`src/rtl/tphe_pkg.sv`:
```
// tphe_pkg: shared types, fixed field widths, fixed-point constants and helper
// functions for the turtle position and heading engine
// depends on nothing; used by the channel interfaces and the top level
package tphe_pkg;

    // port field widths
    localparam int OP_W   = 4;
    localparam int VAL_W  = 24;
    localparam int POS_W  = 24;
    localparam int HDG_W  = 18;
    localparam int SCR_W  = 16;
    localparam int KIND_W = 2;
    localparam int ORG_W  = 12;
    localparam int ASP_W  = 16;
    localparam int APB_AW = 4;
    localparam int APB_DW = 32;

    // datapath widths
    localparam int H_W       = 26;            // heading in degrees q.16, folded to [0,360)
    localparam int Z_W       = 25;            // cordic residual angle
    localparam int CX_W      = 33;            // cordic vector, q.30
    localparam int MA_W      = 26;            // multiplier operand a
    localparam int MB_W      = 33;            // multiplier operand b
    localparam int P_W       = MA_W + MB_W;   // product
    localparam int RND_W     = 28;            // rounded product
    localparam int YS_W      = RND_W + 1;     // position plus step
    localparam int SCR_SUM_W = 26;            // origin plus rounded pixel

    localparam int POS_MAX = 8388607;
    localparam int POS_MIN = -8388608;
    localparam int SCR_MAX = 32767;
    localparam int SCR_MIN = -32768;

    localparam int DEG16     = 65536;
    localparam int CORDIC_K  = 652032874;
    localparam int ATAN_N    = 24;
    localparam int TRIG_SHIFT = 30;
    localparam int ASP_SHIFT  = 14;

    localparam logic signed [H_W-1:0] DEG_45  = H_W'(45 * DEG16);
    localparam logic signed [H_W-1:0] DEG_90  = H_W'(90 * DEG16);
    localparam logic signed [H_W-1:0] DEG_135 = H_W'(135 * DEG16);
    localparam logic signed [H_W-1:0] DEG_180 = H_W'(180 * DEG16);
    localparam logic signed [H_W-1:0] DEG_225 = H_W'(225 * DEG16);
    localparam logic signed [H_W-1:0] DEG_270 = H_W'(270 * DEG16);
    localparam logic signed [H_W-1:0] DEG_315 = H_W'(315 * DEG16);
    localparam logic signed [H_W-1:0] DEG_360 = H_W'(360 * DEG16);

    localparam logic signed [P_W-1:0] HALF_TRIG = P_W'(1) <<< (TRIG_SHIFT - 1);
    localparam logic signed [P_W-1:0] HALF_ASP  = P_W'(1) <<< (ASP_SHIFT - 1);

    typedef enum logic [OP_W-1:0] {
        OP_FWD     = 4'd0,
        OP_RIGHT   = 4'd1,
        OP_LEFT    = 4'd2,
        OP_SETHDG  = 4'd3,
        OP_SETPOS  = 4'd4,
        OP_SETX    = 4'd5,
        OP_SETY    = 4'd6,
        OP_HOME    = 4'd7,
        OP_PENUP   = 4'd8,
        OP_PENDOWN = 4'd9
    } t_op;

    typedef enum logic [KIND_W-1:0] {
        KIND_NONE = 2'd0,
        KIND_MOVE = 2'd1,
        KIND_LINE = 2'd2
    } t_draw_kind;

    typedef enum logic [1:0] {
        REG_ORIGIN_COL = 2'd0,
        REG_ORIGIN_ROW = 2'd1,
        REG_SCRUNCH    = 2'd2,
        REG_ASPECT     = 2'd3
    } t_reg_idx;

    // arctangent of 2^-i in degrees q.16
    function automatic logic [21:0] atan_deg16(input logic [4:0] idx);
        logic [21:0] v;
        unique case (idx)
            5'd0:    v = 22'd2949120;
            5'd1:    v = 22'd1740967;
            5'd2:    v = 22'd919879;
            5'd3:    v = 22'd466945;
            5'd4:    v = 22'd234379;
            5'd5:    v = 22'd117304;
            5'd6:    v = 22'd58666;
            5'd7:    v = 22'd29335;
            5'd8:    v = 22'd14668;
            5'd9:    v = 22'd7334;
            5'd10:   v = 22'd3667;
            5'd11:   v = 22'd1833;
            5'd12:   v = 22'd917;
            5'd13:   v = 22'd458;
            5'd14:   v = 22'd229;
            5'd15:   v = 22'd115;
            5'd16:   v = 22'd57;
            5'd17:   v = 22'd29;
            5'd18:   v = 22'd14;
            5'd19:   v = 22'd7;
            5'd20:   v = 22'd4;
            5'd21:   v = 22'd2;
            5'd22:   v = 22'd1;
            default: v = 22'd0;
        endcase
        return v;
    endfunction

    // clamp to the signed position range
    function automatic logic signed [POS_W-1:0] sat_pos(input logic signed [YS_W-1:0] v);
        logic signed [POS_W-1:0] r;
        if (v > YS_W'(POS_MAX)) begin
            r = POS_W'(POS_MAX);
        end else if (v < YS_W'(POS_MIN)) begin
            r = POS_W'(POS_MIN);
        end else begin
            r = POS_W'(v);
        end
        return r;
    endfunction

    // clamp to the signed screen range
    function automatic logic signed [SCR_W-1:0] sat_scr(input logic signed [SCR_SUM_W-1:0] v);
        logic signed [SCR_W-1:0] r;
        if (v > SCR_SUM_W'(SCR_MAX)) begin
            r = SCR_W'(SCR_MAX);
        end else if (v < SCR_SUM_W'(SCR_MIN)) begin
            r = SCR_W'(SCR_MIN);
        end else begin
            r = SCR_W'(v);
        end
        return r;
    endfunction

endpackage

```
`src/rtl/tphe_if.sv`:
```
// tphe_if: valid/ready channel interfaces for turtle commands and results
// depends on tphe_pkg for the field widths
interface tphe_cmd_if;
    logic                                  valid;
    logic                                  ready;
    logic [tphe_pkg::OP_W-1:0]             op;
    logic signed [tphe_pkg::VAL_W-1:0]     value_a;
    logic signed [tphe_pkg::VAL_W-1:0]     value_b;

    modport source (output valid, output op, output value_a, output value_b, input ready);
    modport sink   (input valid, input op, input value_a, input value_b, output ready);
endinterface

interface tphe_res_if;
    logic                                  valid;
    logic                                  ready;
    logic [tphe_pkg::KIND_W-1:0]           draw_kind;
    logic signed [tphe_pkg::SCR_W-1:0]     screen_col;
    logic signed [tphe_pkg::SCR_W-1:0]     screen_row;
    logic signed [tphe_pkg::POS_W-1:0]     pos_x;
    logic signed [tphe_pkg::POS_W-1:0]     pos_y;
    logic signed [tphe_pkg::HDG_W-1:0]     heading_deg;
    logic                                  pen_is_down;

    modport source (output valid, output draw_kind, output screen_col, output screen_row,
                    output pos_x, output pos_y, output heading_deg, output pen_is_down,
                    input ready);
    modport sink   (input valid, input draw_kind, input screen_col, input screen_row,
                    input pos_x, input pos_y, input heading_deg, input pen_is_down,
                    output ready);
endinterface

```
`src/rtl/turtle_position_heading_engine_unit.sv`:
```
// turtle_position_heading_engine_unit: turtle position, heading and pen state engine
// depends on tphe_pkg and the channel interfaces in tphe_if.sv
//
// steps, accept to result valid: forward runs decode, quadrant fold, cordic rotation,
// sine and cosine multiplies and rounding, plus the aspect multiply if scrunch is on;
// turns and set heading run decode and the modulo loop; set y or set position with
// scrunch run decode and the aspect multiply; all other commands only decode
// one command in flight; the result register frees the sequencer while a result waits
// reset (i_rst_n low, synchronous): position 0,0, heading north, pen down, origin 0,0,
// scrunch on, aspect ratio 1.0, no result pending
module turtle_position_heading_engine_unit #(
    parameter int CORDIC_STEPS = 16,
    parameter int FRAC_BITS    = 8
) (
    input  logic                          i_clk,
    input  logic                          i_rst_n,
    tphe_cmd_if.sink                      i_cmd,
    tphe_res_if.source                    o_res,
    input  logic                          psel,
    input  logic                          penable,
    input  logic                          pwrite,
    input  logic [tphe_pkg::APB_AW-1:0]   paddr,
    input  logic [tphe_pkg::APB_DW-1:0]   pwdata,
    output logic [tphe_pkg::APB_DW-1:0]   prdata,
    output logic                          pready
);
    import tphe_pkg::*;

    // derived sizes
    localparam int NSTEP     = (CORDIC_STEPS > ATAN_N) ? ATAN_N : CORDIC_STEPS;
    localparam int FULL_TURN = 360 << FRAC_BITS;
    localparam int HEAD_W    = $clog2(FULL_TURN) + 1;
    localparam int SUM_W     = ((HEAD_W > VAL_W) ? HEAD_W : VAL_W) + 1;
    localparam int FT_BITS   = $clog2(FULL_TURN + 1);
    localparam int MOD_STEPS = (SUM_W - FT_BITS > 1) ? (SUM_W - FT_BITS) : 1;
    localparam int CNT_A     = $clog2(NSTEP);
    localparam int CNT_B     = (MOD_STEPS > 1) ? $clog2(MOD_STEPS) : 1;
    localparam int CNT_W     = (CNT_A > CNT_B) ? CNT_A : CNT_B;
    localparam int HSHIFT    = 16 - FRAC_BITS;
    localparam int PX_W      = POS_W + 1;

    localparam logic signed [PX_W-1:0]  PIX_HALF = PX_W'(1) <<< (FRAC_BITS - 1);
    localparam logic signed [SUM_W-1:0] TURN_S   = SUM_W'(FULL_TURN);

    // sequencer states
    typedef enum logic [10:0] {
        S_IDLE   = 11'b000_0000_0001,
        S_DECODE = 11'b000_0000_0010,
        S_MOD    = 11'b000_0000_0100,
        S_QUAD   = 11'b000_0000_1000,
        S_ROT    = 11'b000_0001_0000,
        S_MULS   = 11'b000_0010_0000,
        S_MULC   = 11'b000_0100_0000,
        S_RNDC   = 11'b000_1000_0000,
        S_MULY   = 11'b001_0000_0000,
        S_RNDY   = 11'b010_0000_0000,
        S_FIN    = 11'b100_0000_0000
    } t_state;

    t_state r_state, n_state;

    // configuration registers
    logic [ORG_W-1:0] r_origin_col, r_origin_row;
    logic             r_scrunch_on;
    logic [ASP_W-1:0] r_aspect_ratio;

    // turtle state
    logic signed [POS_W-1:0]  r_pos_x, r_pos_y;
    logic signed [HEAD_W-1:0] r_heading;
    logic                     r_pen;

    // latched command
    t_op                     r_op;
    logic signed [VAL_W-1:0] r_a, r_b;

    // working registers
    logic signed [SUM_W-1:0] r_rem;
    logic                    r_neg;
    logic signed [H_W-1:0]   r_h;
    logic [1:0]              r_q;
    logic signed [Z_W-1:0]   r_z;
    logic signed [CX_W-1:0]  r_cx, r_cy;
    logic [CNT_W-1:0]        r_cnt;
    logic signed [P_W-1:0]   r_prod;
    logic signed [RND_W-1:0] r_dx;
    logic signed [MA_W-1:0]  r_dy0;

    // result register
    logic                    r_out_valid, n_out_valid;
    t_draw_kind              r_out_kind;
    logic signed [SCR_W-1:0] r_out_col, r_out_row;
    logic signed [POS_W-1:0] r_out_x, r_out_y;
    logic signed [HDG_W-1:0] r_out_hdg;
    logic                    r_out_pen;

    // ---------------------------------------------------------------------
    // configuration port, write in the access phase, reads are plain muxes
    // ---------------------------------------------------------------------
    logic     cfg_wr;
    t_reg_idx cfg_idx;

    assign pready  = 1'b1;
    assign cfg_wr  = psel && penable && pwrite;
    assign cfg_idx = t_reg_idx'(paddr[3:2]);

    always_comb begin
        unique case (cfg_idx)
            REG_ORIGIN_COL: prdata = APB_DW'(r_origin_col);
            REG_ORIGIN_ROW: prdata = APB_DW'(r_origin_row);
            REG_SCRUNCH:    prdata = APB_DW'(r_scrunch_on);
            REG_ASPECT:     prdata = APB_DW'(r_aspect_ratio);
            default:        prdata = '0;
        endcase
    end

    always_ff @(posedge i_clk) begin
        if (!i_rst_n) begin
            r_origin_col   <= '0;
            r_origin_row   <= '0;
            r_scrunch_on   <= 1'b1;
            r_aspect_ratio <= ASP_W'(16384);
        end else if (cfg_wr) begin
            unique case (cfg_idx)
                REG_ORIGIN_COL: r_origin_col   <= pwdata[ORG_W-1:0];
                REG_ORIGIN_ROW: r_origin_row   <= pwdata[ORG_W-1:0];
                REG_SCRUNCH:    r_scrunch_on   <= pwdata[0];
                REG_ASPECT:     r_aspect_ratio <= pwdata[ASP_W-1:0];
                default:        ;
            endcase
        end
    end

    // ---------------------------------------------------------------------
    // handshakes
    // ---------------------------------------------------------------------
    logic cmd_take, res_load;

    assign i_cmd.ready = (r_state == S_IDLE);
    assign cmd_take    = i_cmd.valid && i_cmd.ready;
    // the result register can be refilled in the cycle it drains
    assign res_load    = (r_state == S_FIN) && (!r_out_valid || o_res.ready);

    assign o_res.valid       = r_out_valid;
    assign o_res.draw_kind   = r_out_kind;
    assign o_res.screen_col  = r_out_col;
    assign o_res.screen_row  = r_out_row;
    assign o_res.pos_x       = r_out_x;
    assign o_res.pos_y       = r_out_y;
    assign o_res.heading_deg = r_out_hdg;
    assign o_res.pen_is_down = r_out_pen;

    // ---------------------------------------------------------------------
    // decode helpers: heading sum for turns, heading folded for sin/cos
    // ---------------------------------------------------------------------
    logic signed [SUM_W-1:0] dec_sum;
    logic signed [H_W-1:0]   dec_hsh, dec_hnorm;

    always_comb begin
        unique case (r_op)
            OP_RIGHT: dec_sum = SUM_W'(r_heading) + SUM_W'(r_a);
            OP_LEFT:  dec_sum = SUM_W'(r_heading) - SUM_W'(r_a);
            default:  dec_sum = SUM_W'(r_a);
        endcase
    end

    // heading is always inside the open full turn, so one correction folds it
    assign dec_hsh   = H_W'(r_heading) <<< HSHIFT;
    assign dec_hnorm = (dec_hsh < 0) ? (dec_hsh + DEG_360) : dec_hsh;

    // ---------------------------------------------------------------------
    // modulo unit: one shifted full turn is tried per cycle, keeping the
    // dividend's sign so the remainder truncates like a c remainder
    // ---------------------------------------------------------------------
    logic signed [SUM_W-1:0] mod_cmp, mod_next;
    logic signed [SUM_W:0]   mod_t;
    logic                    mod_take;

    assign mod_cmp  = TURN_S <<< r_cnt;
    assign mod_t    = r_neg ? ((SUM_W+1)'(r_rem) + (SUM_W+1)'(mod_cmp))
                            : ((SUM_W+1)'(r_rem) - (SUM_W+1)'(mod_cmp));
    assign mod_take = r_neg ? (mod_t <= 0) : (mod_t >= 0);
    assign mod_next = mod_take ? SUM_W'(mod_t) : r_rem;

    // ---------------------------------------------------------------------
    // quadrant fold: residual in [-45,45) and quadrant number
    // ---------------------------------------------------------------------
    logic [1:0]            quad_q;
    logic signed [H_W-1:0] quad_base, quad_z;

    always_comb begin
        priority if (r_h >= DEG_315) begin
            quad_q = 2'd0;
            quad_base = DEG_360;
        end else if (r_h >= DEG_225) begin
            quad_q = 2'd3;
            quad_base = DEG_270;
        end else if (r_h >= DEG_135) begin
            quad_q = 2'd2;
            quad_base = DEG_180;
        end else if (r_h >= DEG_45) begin
            quad_q = 2'd1;
            quad_base = DEG_90;
        end else begin
            quad_q = 2'd0;
            quad_base = '0;
        end
    end

    assign quad_z = r_h - quad_base;

    // ---------------------------------------------------------------------
    // cordic rotation unit, one step per cycle, shift set by the step count
    // ---------------------------------------------------------------------
    logic signed [CX_W-1:0] rot_xs, rot_ys, rot_x, rot_y;
    logic signed [Z_W-1:0]  rot_atan, rot_z;

    assign rot_xs   = r_cx >>> r_cnt;
    assign rot_ys   = r_cy >>> r_cnt;
    assign rot_atan = Z_W'(atan_deg16(5'(r_cnt)));

    always_comb begin
        if (r_z >= 0) begin
            rot_x = r_cx - rot_ys;
            rot_y = r_cy + rot_xs;
            rot_z = r_z - rot_atan;
        end else begin
            rot_x = r_cx + rot_ys;
            rot_y = r_cy - rot_xs;
            rot_z = r_z + rot_atan;
        end
    end

    // quadrant unfold to sine and cosine, q.30
    logic signed [CX_W-1:0] trig_s, trig_c;

    always_comb begin
        unique case (r_q)
            2'd0: begin
                trig_s = r_cy;
                trig_c = r_cx;
            end
            2'd1: begin
                trig_s = r_cx;
                trig_c = -r_cy;
            end
            2'd2: begin
                trig_s = -r_cy;
                trig_c = -r_cx;
            end
            default: begin
                trig_s = -r_cx;
                trig_c = r_cy;
            end
        endcase
    end

    // ---------------------------------------------------------------------
    // shared multiplier: distance by sine, distance by cosine, y by aspect
    // product is registered every cycle and consumed in the next state
    // ---------------------------------------------------------------------
    logic signed [MA_W-1:0] mul_a;
    logic signed [MB_W-1:0] mul_b;
    logic signed [P_W-1:0]  mul_p;

    always_comb begin
        unique case (r_state)
            S_MULS: begin
                mul_a = MA_W'(r_a);
                mul_b = MB_W'(trig_s);
            end
            S_MULC: begin
                mul_a = MA_W'(r_a);
                mul_b = MB_W'(trig_c);
            end
            default: begin
                mul_a = r_dy0;
                mul_b = MB_W'($signed({1'b0, r_aspect_ratio}));
            end
        endcase
    end

    assign mul_p = mul_a * mul_b;

    // shared rounding: halves away from zero, by 30 for trig, by 14 for aspect
    logic                    rnd_trig;
    logic signed [P_W-1:0]   rnd_adj, rnd_t;
    logic signed [RND_W-1:0] rnd_q;

    assign rnd_trig = (r_state == S_MULC) || (r_state == S_RNDC);
    assign rnd_adj  = (rnd_trig ? HALF_TRIG : HALF_ASP) - ((r_prod < 0) ? P_W'(1) : P_W'(0));
    assign rnd_t    = r_prod + rnd_adj;
    assign rnd_q    = rnd_trig ? RND_W'(rnd_t >>> TRIG_SHIFT) : RND_W'(rnd_t >>> ASP_SHIFT);

    // position updates for forward and direct y writes
    logic signed [POS_W-1:0] upd_x, upd_y_fwd, upd_y_asp;
    logic signed [YS_W-1:0]  y_base;

    assign upd_x     = sat_pos(YS_W'(r_pos_x) + YS_W'(r_dx));
    assign upd_y_fwd = sat_pos(YS_W'(r_pos_y) + YS_W'(rnd_q));
    // forward adds the scaled step, set y replaces the position
    assign y_base    = (r_op == OP_FWD) ? YS_W'(r_pos_y) : '0;
    assign upd_y_asp = sat_pos(y_base + YS_W'(rnd_q));

    // ---------------------------------------------------------------------
    // screen position from the turtle state
    // ---------------------------------------------------------------------
    logic signed [PX_W-1:0]      pix_xt, pix_yt, pix_x, pix_y;
    logic signed [SCR_SUM_W-1:0] scr_col, scr_row;
    t_draw_kind                  fin_kind;

    assign pix_xt  = PX_W'(r_pos_x) + ((r_pos_x < 0) ? (PIX_HALF - PX_W'(1)) : PIX_HALF);
    assign pix_yt  = PX_W'(r_pos_y) + ((r_pos_y < 0) ? (PIX_HALF - PX_W'(1)) : PIX_HALF);
    assign pix_x   = pix_xt >>> FRAC_BITS;
    assign pix_y   = pix_yt >>> FRAC_BITS;
    assign scr_col = SCR_SUM_W'($signed({1'b0, r_origin_col})) + SCR_SUM_W'(pix_x);
    assign scr_row = SCR_SUM_W'($signed({1'b0, r_origin_row})) - SCR_SUM_W'(pix_y);

    always_comb begin
        unique case (r_op)
            OP_FWD:    fin_kind = r_pen ? KIND_LINE : KIND_MOVE;
            OP_SETPOS,
            OP_SETX,
            OP_SETY,
            OP_HOME:   fin_kind = KIND_MOVE;
            default:   fin_kind = KIND_NONE;
        endcase
    end

    // ---------------------------------------------------------------------
    // sequencer
    // ---------------------------------------------------------------------
    always_comb begin
        n_state = r_state;
        unique case (r_state)
            S_IDLE: begin
                if (cmd_take) begin
                    n_state = S_DECODE;
                end
            end
            S_DECODE: begin
                unique case (r_op)
                    OP_FWD:    n_state = S_QUAD;
                    OP_RIGHT,
                    OP_LEFT,
                    OP_SETHDG: n_state = S_MOD;
                    OP_SETPOS,
                    OP_SETY:   n_state = r_scrunch_on ? S_MULY : S_FIN;
                    default:   n_state = S_FIN;
                endcase
            end
            S_MOD: begin
                if (r_cnt == '0) begin
                    n_state = S_FIN;
                end
            end
            S_QUAD: n_state = S_ROT;
            S_ROT: begin
                if (r_cnt == CNT_W'(NSTEP - 1)) begin
                    n_state = S_MULS;
                end
            end
            S_MULS: n_state = S_MULC;
            S_MULC: n_state = S_RNDC;
            S_RNDC: n_state = r_scrunch_on ? S_MULY : S_FIN;
            S_MULY: n_state = S_RNDY;
            S_RNDY: n_state = S_FIN;
            S_FIN: begin
                if (res_load) begin
                    n_state = S_IDLE;
                end
            end
            default: n_state = S_IDLE;
        endcase
    end

    always_comb begin
        n_out_valid = r_out_valid;
        if (res_load) begin
            n_out_valid = 1'b1;
        end else if (o_res.ready) begin
            n_out_valid = 1'b0;
        end
    end

    // control and turtle state
    always_ff @(posedge i_clk) begin
        if (!i_rst_n) begin
            r_state     <= S_IDLE;
            r_out_valid <= 1'b0;
            r_pos_x     <= '0;
            r_pos_y     <= '0;
            r_heading   <= '0;
            r_pen       <= 1'b1;
        end else begin
            r_state     <= n_state;
            r_out_valid <= n_out_valid;
            unique case (r_state)
                S_DECODE: begin
                    unique case (r_op)
                        OP_SETPOS: begin
                            r_pos_x <= r_a;
                            if (!r_scrunch_on) begin
                                r_pos_y <= r_b;
                            end
                        end
                        OP_SETX: r_pos_x <= r_a;
                        OP_SETY: begin
                            if (!r_scrunch_on) begin
                                r_pos_y <= r_b;
                            end
                        end
                        OP_HOME: begin
                            r_pos_x   <= '0;
                            r_pos_y   <= '0;
                            r_heading <= '0;
                            r_pen     <= 1'b1;
                        end
                        OP_PENUP:   r_pen <= 1'b0;
                        OP_PENDOWN: r_pen <= 1'b1;
                        default:    ;
                    endcase
                end
                S_MOD: begin
                    if (r_cnt == '0) begin
                        r_heading <= HEAD_W'(mod_next);
                    end
                end
                S_RNDC: begin
                    r_pos_x <= upd_x;
                    if (!r_scrunch_on) begin
                        r_pos_y <= upd_y_fwd;
                    end
                end
                S_RNDY: r_pos_y <= upd_y_asp;
                default: ;
            endcase
        end
    end

    // datapath working registers, no reset needed
    always_ff @(posedge i_clk) begin
        r_prod <= mul_p;
        unique case (r_state)
            S_IDLE: begin
                if (cmd_take) begin
                    r_op <= t_op'(i_cmd.op);
                    r_a  <= i_cmd.value_a;
                    r_b  <= i_cmd.value_b;
                end
            end
            S_DECODE: begin
                r_rem <= dec_sum;
                r_neg <= dec_sum[SUM_W-1];
                r_cnt <= CNT_W'(MOD_STEPS - 1);
                r_h   <= dec_hnorm;
                r_dy0 <= MA_W'(r_b);
            end
            S_MOD: begin
                r_rem <= mod_next;
                r_cnt <= r_cnt - CNT_W'(1);
            end
            S_QUAD: begin
                r_q   <= quad_q;
                r_z   <= Z_W'(quad_z);
                r_cx  <= CX_W'(CORDIC_K);
                r_cy  <= '0;
                r_cnt <= '0;
            end
            S_ROT: begin
                r_cx  <= rot_x;
                r_cy  <= rot_y;
                r_z   <= rot_z;
                r_cnt <= r_cnt + CNT_W'(1);
            end
            S_MULC: r_dx  <= rnd_q;
            S_RNDC: r_dy0 <= MA_W'(rnd_q);
            default: ;
        endcase
    end

    // result register payload
    always_ff @(posedge i_clk) begin
        if (res_load) begin
            r_out_kind <= fin_kind;
            r_out_col  <= sat_scr(scr_col);
            r_out_row  <= sat_scr(scr_row);
            r_out_x    <= r_pos_x;
            r_out_y    <= r_pos_y;
            r_out_hdg  <= HDG_W'(r_heading);
            r_out_pen  <= r_pen;
        end
    end

endmodule

```
`src/flat_wrapper.sv`:
```
// flat-port wrapper written by rule: the top's interface ports become plain ports
module turtle_position_heading_engine_unit_flat import tphe_pkg::*;
#(
    parameter int CORDIC_STEPS = 16,
    parameter int FRAC_BITS    = 8
)
  (i_clk, i_rst_n, psel, penable, pwrite, paddr, pwdata, prdata, pready, i_cmd_valid, i_cmd_op, i_cmd_value_a, i_cmd_value_b, i_cmd_ready, o_res_valid, o_res_draw_kind, o_res_screen_col, o_res_screen_row, o_res_pos_x, o_res_pos_y, o_res_heading_deg, o_res_pen_is_down, o_res_ready);
  tphe_cmd_if i_cmd_i ();
  tphe_res_if o_res_i ();
  input  logic i_clk;
  input  logic i_rst_n;
  input  logic psel;
  input  logic penable;
  input  logic pwrite;
  input  logic [tphe_pkg::APB_AW-1:0] paddr;
  input  logic [tphe_pkg::APB_DW-1:0] pwdata;
  output logic [tphe_pkg::APB_DW-1:0] prdata;
  output logic pready;
  input wire logic [$bits(i_cmd_i.valid)-1:0] i_cmd_valid;
  input wire logic [$bits(i_cmd_i.op)-1:0] i_cmd_op;
  input wire logic [$bits(i_cmd_i.value_a)-1:0] i_cmd_value_a;
  input wire logic [$bits(i_cmd_i.value_b)-1:0] i_cmd_value_b;
  output wire logic [$bits(i_cmd_i.ready)-1:0] i_cmd_ready;
  output wire logic [$bits(o_res_i.valid)-1:0] o_res_valid;
  output wire logic [$bits(o_res_i.draw_kind)-1:0] o_res_draw_kind;
  output wire logic [$bits(o_res_i.screen_col)-1:0] o_res_screen_col;
  output wire logic [$bits(o_res_i.screen_row)-1:0] o_res_screen_row;
  output wire logic [$bits(o_res_i.pos_x)-1:0] o_res_pos_x;
  output wire logic [$bits(o_res_i.pos_y)-1:0] o_res_pos_y;
  output wire logic [$bits(o_res_i.heading_deg)-1:0] o_res_heading_deg;
  output wire logic [$bits(o_res_i.pen_is_down)-1:0] o_res_pen_is_down;
  input wire logic [$bits(o_res_i.ready)-1:0] o_res_ready;
  assign i_cmd_i.valid = i_cmd_valid;
  assign i_cmd_i.op = i_cmd_op;
  assign i_cmd_i.value_a = i_cmd_value_a;
  assign i_cmd_i.value_b = i_cmd_value_b;
  assign i_cmd_ready = i_cmd_i.ready;
  assign o_res_valid = o_res_i.valid;
  assign o_res_draw_kind = o_res_i.draw_kind;
  assign o_res_screen_col = o_res_i.screen_col;
  assign o_res_screen_row = o_res_i.screen_row;
  assign o_res_pos_x = o_res_i.pos_x;
  assign o_res_pos_y = o_res_i.pos_y;
  assign o_res_heading_deg = o_res_i.heading_deg;
  assign o_res_pen_is_down = o_res_i.pen_is_down;
  assign o_res_i.ready = o_res_ready;
  turtle_position_heading_engine_unit #(.CORDIC_STEPS(CORDIC_STEPS), .FRAC_BITS(FRAC_BITS)) u_core (.i_clk(i_clk), .i_rst_n(i_rst_n), .i_cmd(i_cmd_i), .o_res(o_res_i), .psel(psel), .penable(penable), .pwrite(pwrite), .paddr(paddr), .pwdata(pwdata), .prdata(prdata), .pready(pready));
endmodule
```
`config.mk`:
```
export PLATFORM = sky130hd
export DESIGN_NAME = turtle_position_heading_engine_unit_flat
export DESIGN_NICKNAME = d
export VERILOG_FILES = /design/src/rtl/tphe_pkg.sv /design/src/rtl/tphe_if.sv /design/src/rtl/turtle_position_heading_engine_unit.sv /design/src/flat_wrapper.sv
export SDC_FILE = /design/constraint.sdc
export NUM_CORES = 2
export LEC_CHECK = 0
export BUFFER_PORTS_ARGS = -buffer_cell sky130_fd_sc_hd__buf_4
export CAP_MARGIN = 10
export CORE_ASPECT_RATIO = 1.4
export CORE_MARGIN = 4
export CORE_UTILIZATION = 59
export DETAILED_ROUTE_END_ITERATION = 10
export PLACE_DENSITY = 0.82
export SETUP_SLACK_MARGIN = 0.05
export SYNTH_ARGS = -nofsm -noshare
export SYNTH_HDL_FRONTEND = slang
export SYNTH_SLANG_ARGS = --single-unit
```
`constraint.sdc`:
```
create_clock -name i_clk -period 9.89 [get_ports i_clk]
set_input_delay 0.989 -clock i_clk [delete_from_list [all_inputs] [get_ports i_clk]]
set_output_delay 0.989 -clock i_clk [all_outputs]
set_load 0.02 [all_outputs]
```
==> impl_metrics.toml <==
[synthesis]
ys_types = 104
syn-mean-instance-area_um2 = 8.76
yosysSeqAreaShare_pct = 19.4
yosysWarnings = 0
netlist_area_um2 = 74500
syn_inst = 8510
async_reset_ff_share_pct = 0
ys.flop_type = "edfxtp_1"
ys_ff_latch = 549
synth_edf_count = 348

[drt]
vias_per_cell = 6.29
drtPass1Iterations = 10
antenna_left = 0
drtIter0Drc = 6773
wl_um = 243000
wl_per_cell_um = 23.0
vias = 66418
drc = 0

[global_routing]
grt_pass1_wl_um = 375000
grt_max_degree = 120
antenna_found_initial = 13
first_global_vias = 68755
overflow = 0
grt_usage_pct = 36.3

[critical_path]
startpoint = "u_core.r_cy[1]"
path_buf_inv = 7
slowest_stage = "fa_1"
critPathKind = "reg2reg"
r2r_cells = 38
cp_common_cell = "fa_1"
worstSetupStartpointType = "flip-flop"
worstPathArrival_ns = 10.74
worst-path-stages = 38
cp_max_fo = 6
endpoint = "u_core.r_prod[57]"
cp_slowest_stage_delay_ns = 0.58
reg2reg_setup_slack_ns = -0.29
r2r-end = "u_core.r_prod[57]"
cp_top_family = "adder cells"
r2r-start = "u_core.r_cy[1]"
worst_ep_required_time_ns = 10.45
crit_path_end_kind = "flip-flop"

[pwr]
p_leak_nw = 38.4
ir_worst_vdd_mv = 0.278
power.total_mw = 13.3
power-per-cell-area_nw_per_um2 = 159

[timing]
clock_skew_ns = 0.104
setup_viol = 8
slew_headroom_pct = 3.52
whs_ns = 0.448
rsz0062_at_grt = "yes"
drv_slew = 0
fin_crit_sh_pct = 103
max_slew.worst_pin.slew_ns = 1.43
max_freq_mhz = 98.3
fin_ws_ns = -0.287
hold_viol_final = 0
period_needed_ns = 10.18
fin_setup_tns_ns = -0.854

[floorplanning]
placementRows = 154
start_util_pct = 59.3
num_io_pins = 231
die_height_um = 429
die_area_um2 = 132000
die_x_um = 308
core_um2 = 126000

[clocking]
path_clk_slew_ns = 0.07
cts_tree = "done"
clk_latency_ns = 0.72
cts_max_level = 2
root_buffer = "clkbuf_16"
clock_path_buffers = 3
cts.sink_count = 549
numCtsBuffers = 54

[worst_hold_path]
hold_start = "i_cmd_value_a[21]"
worstHoldPathType = "in2reg"

[final_layout]
drive_gt1_share_pct = 13.5
fin_nets = 10348
seq_area_um2 = 14500
area_growth_pct = 12.1
multi_input_area_um2 = 54800
n_fill_cell = 9701
fin_cells = 10562

[outcome]
violations = "setup timing"
status = "finished, violations left"

[place]
dp_hpwl_um = 191000
dp.cells = 10407
place.gp.congestion = 1.01
io_buffers = 195

[run]
cap_violations = 0
## placed cells by master (no fill, tap or decap), types with 26 or more instances in the layout
cell,netlist,layout
nor2b_1,80,79
ha_1,497,481
nor3_1,120,116
o31ai_1,73,71
and2_1,125,123
mux4_2,78,78
clkbuf_16,0,60
fa_1,890,873
nand3_1,146,143
a21oi_1,484,453
mux2_2,53,53
nand4_1,42,42
xor2_1,208,208
mux2i_1,96,90
a21oi_2,2,28
or2_2,31,29
o21ai_0,393,380
nor4_1,29,26
nor2_1,671,666
buf_4,21,658
dfxtp_1,201,201
o21a_1,65,62
and3_1,47,41
a22oi_1,32,31
nand2_1,1031,1022
buf_12,0,31
or3_1,61,55
a211oi_1,71,61
a31oi_1,69,61
edfxtp_1,348,348
xnor2_1,275,274
a21o_1,151,151
o21bai_1,44,44
nand2b_1,76,76
inv_1,1202,1183
## per-layer routing
layer | track usage [%] | up-vias | wire, µm
li1 | - | 29048 | -
met1 | 40.0 | 32171 | 79500
met2 | 59.9 | 3842 | 115000
met3 | 8.49 | 1351 | 24100
met4 | 28.8 | 6 | 24100
met5 | 0 | - | 42
## registers in the layout, indices dropped and copies added, names as in the netlist, 11 cells and up
name / cells
u_core.o_res.heading_deg: 18
u_core.o_res.pos_x: 24
u_core.o_res.pos_y: 24
u_core.o_res.screen_col: 16
u_core.o_res.screen_row: 16
u_core.r_a: 24
u_core.r_aspect_ratio: 16
u_core.r_b: 24
u_core.r_cx: 33
u_core.r_cy: 33
u_core.r_dx: 28
u_core.r_dy0: 26
u_core.r_h: 18
u_core.r_heading: 18
u_core.r_origin_col: 12
u_core.r_origin_row: 12
u_core.r_pos_x: 24
u_core.r_pos_y: 24
u_core.r_prod: 59
u_core.r_rem: 25
u_core.r_state: 11
u_core.r_z: 25
u_core.rot_atan: 22
## power breakdown
part,internal (mW),switching (mW),total [mW]
registers,2.73,0.216,2.95
logic,3.09,5.03,8.11
clock network,1.21,1.01,2.22
total,7.02,6.25,13.3
## layout make-up
class                           count  share of cell area [%]
Timing Repair Buffer              708                    6.91
Sequential cell                   549                    17.3
Tap cell                         1638                    2.45
Clock inverter                     30                   0.388
Antenna cell                       12                  0.0359
Clock buffer                       72                    1.90
Inverter                         1209                    5.43
Multi-Input combinational cell   6344                    65.6
## metrics by stage
step                      utilization (%)  cell area [µm²]  setup WS, ns
after floorplan                         -            74700       -0.0203
after global placement               64.1            80500        -0.350
after detailed placement             64.1            80500        -0.479
final                                66.5            83600        -0.287
after global routing                 66.5            83600        -0.572
after CTS                            65.9            82800        -0.196
## worst register-to-register path, delay by kind of cell (launching register included)
kind                     cells  cell delay [ns]
buffers and inverters        7             0.60
adder cells (fa/ha/maj)      9             4.05
flip-flops                   1             0.40
AO/OA/AOI/OAI               10             2.08
AND/OR/NAND/NOR             12             2.97
## cells by family (layout without fill, tap and decap cells)
kind of cell    count (synthesis)  count (layout)  synth area share [%]
simple gates                 2570            2570                  15.7
compound gates               1658            1658                  14.0
buf+inv                      1632            2019                  8.44
fa+ha+maj                    1389            1389                  32.3
flops                         549             549                  19.4
xor+xnor                      483             483                  5.68
mux                           227             227                  4.45
other cells                     2              29                0.0101
## synth_stat cells, drive strengths merged (96+ instances only)
cell | instances | share of area, %
inv | 1205 | 6.1
nand2 | 1031 | 5.2
fa | 890 | 24
nor2 | 681 | 3.5
ha | 497 | 8.3
a21oi | 486 | 3.3
o21ai | 406 | 2.7
edfxtp | 348 | 14
clkbuf | 337 | 1.7
xnor2 | 275 | 3.2
xor2 | 208 | 2.4
dfxtp | 201 | 5.4
a21o | 151 | 1.5
nand3 | 146 | 0.98
and2 | 125 | 1.0
nor3 | 121 | 0.82
mux2i | 96 | 1.3
## how the worst min path moves through the flow
stage                                         end  slack [ns]  depth (start not counted)
after global placement    u_core.r_origin_col[11]        0.47                          2
after floorplan            u_core.o_res.pos_y[20]        0.43                          0
after detailed placement  u_core.r_origin_col[11]        0.47                          2
after global routing                u_core.r_a[2]        0.44                          1
final                              u_core.r_a[21]        0.45                          1
after CTS                          u_core.r_a[21]        0.43                          1
## timing repair
item / 4_1_cts / 5_1_grt
gates resized for setup: 83 / 117
setup endpoints to repair: 21 / 24
hold endpoints to repair: 0 / 0
pin swaps: 69 / 113
setup buffers: 18 / 25
hold buffers: 0 / 0
Power figures use the tool's default switching activity.
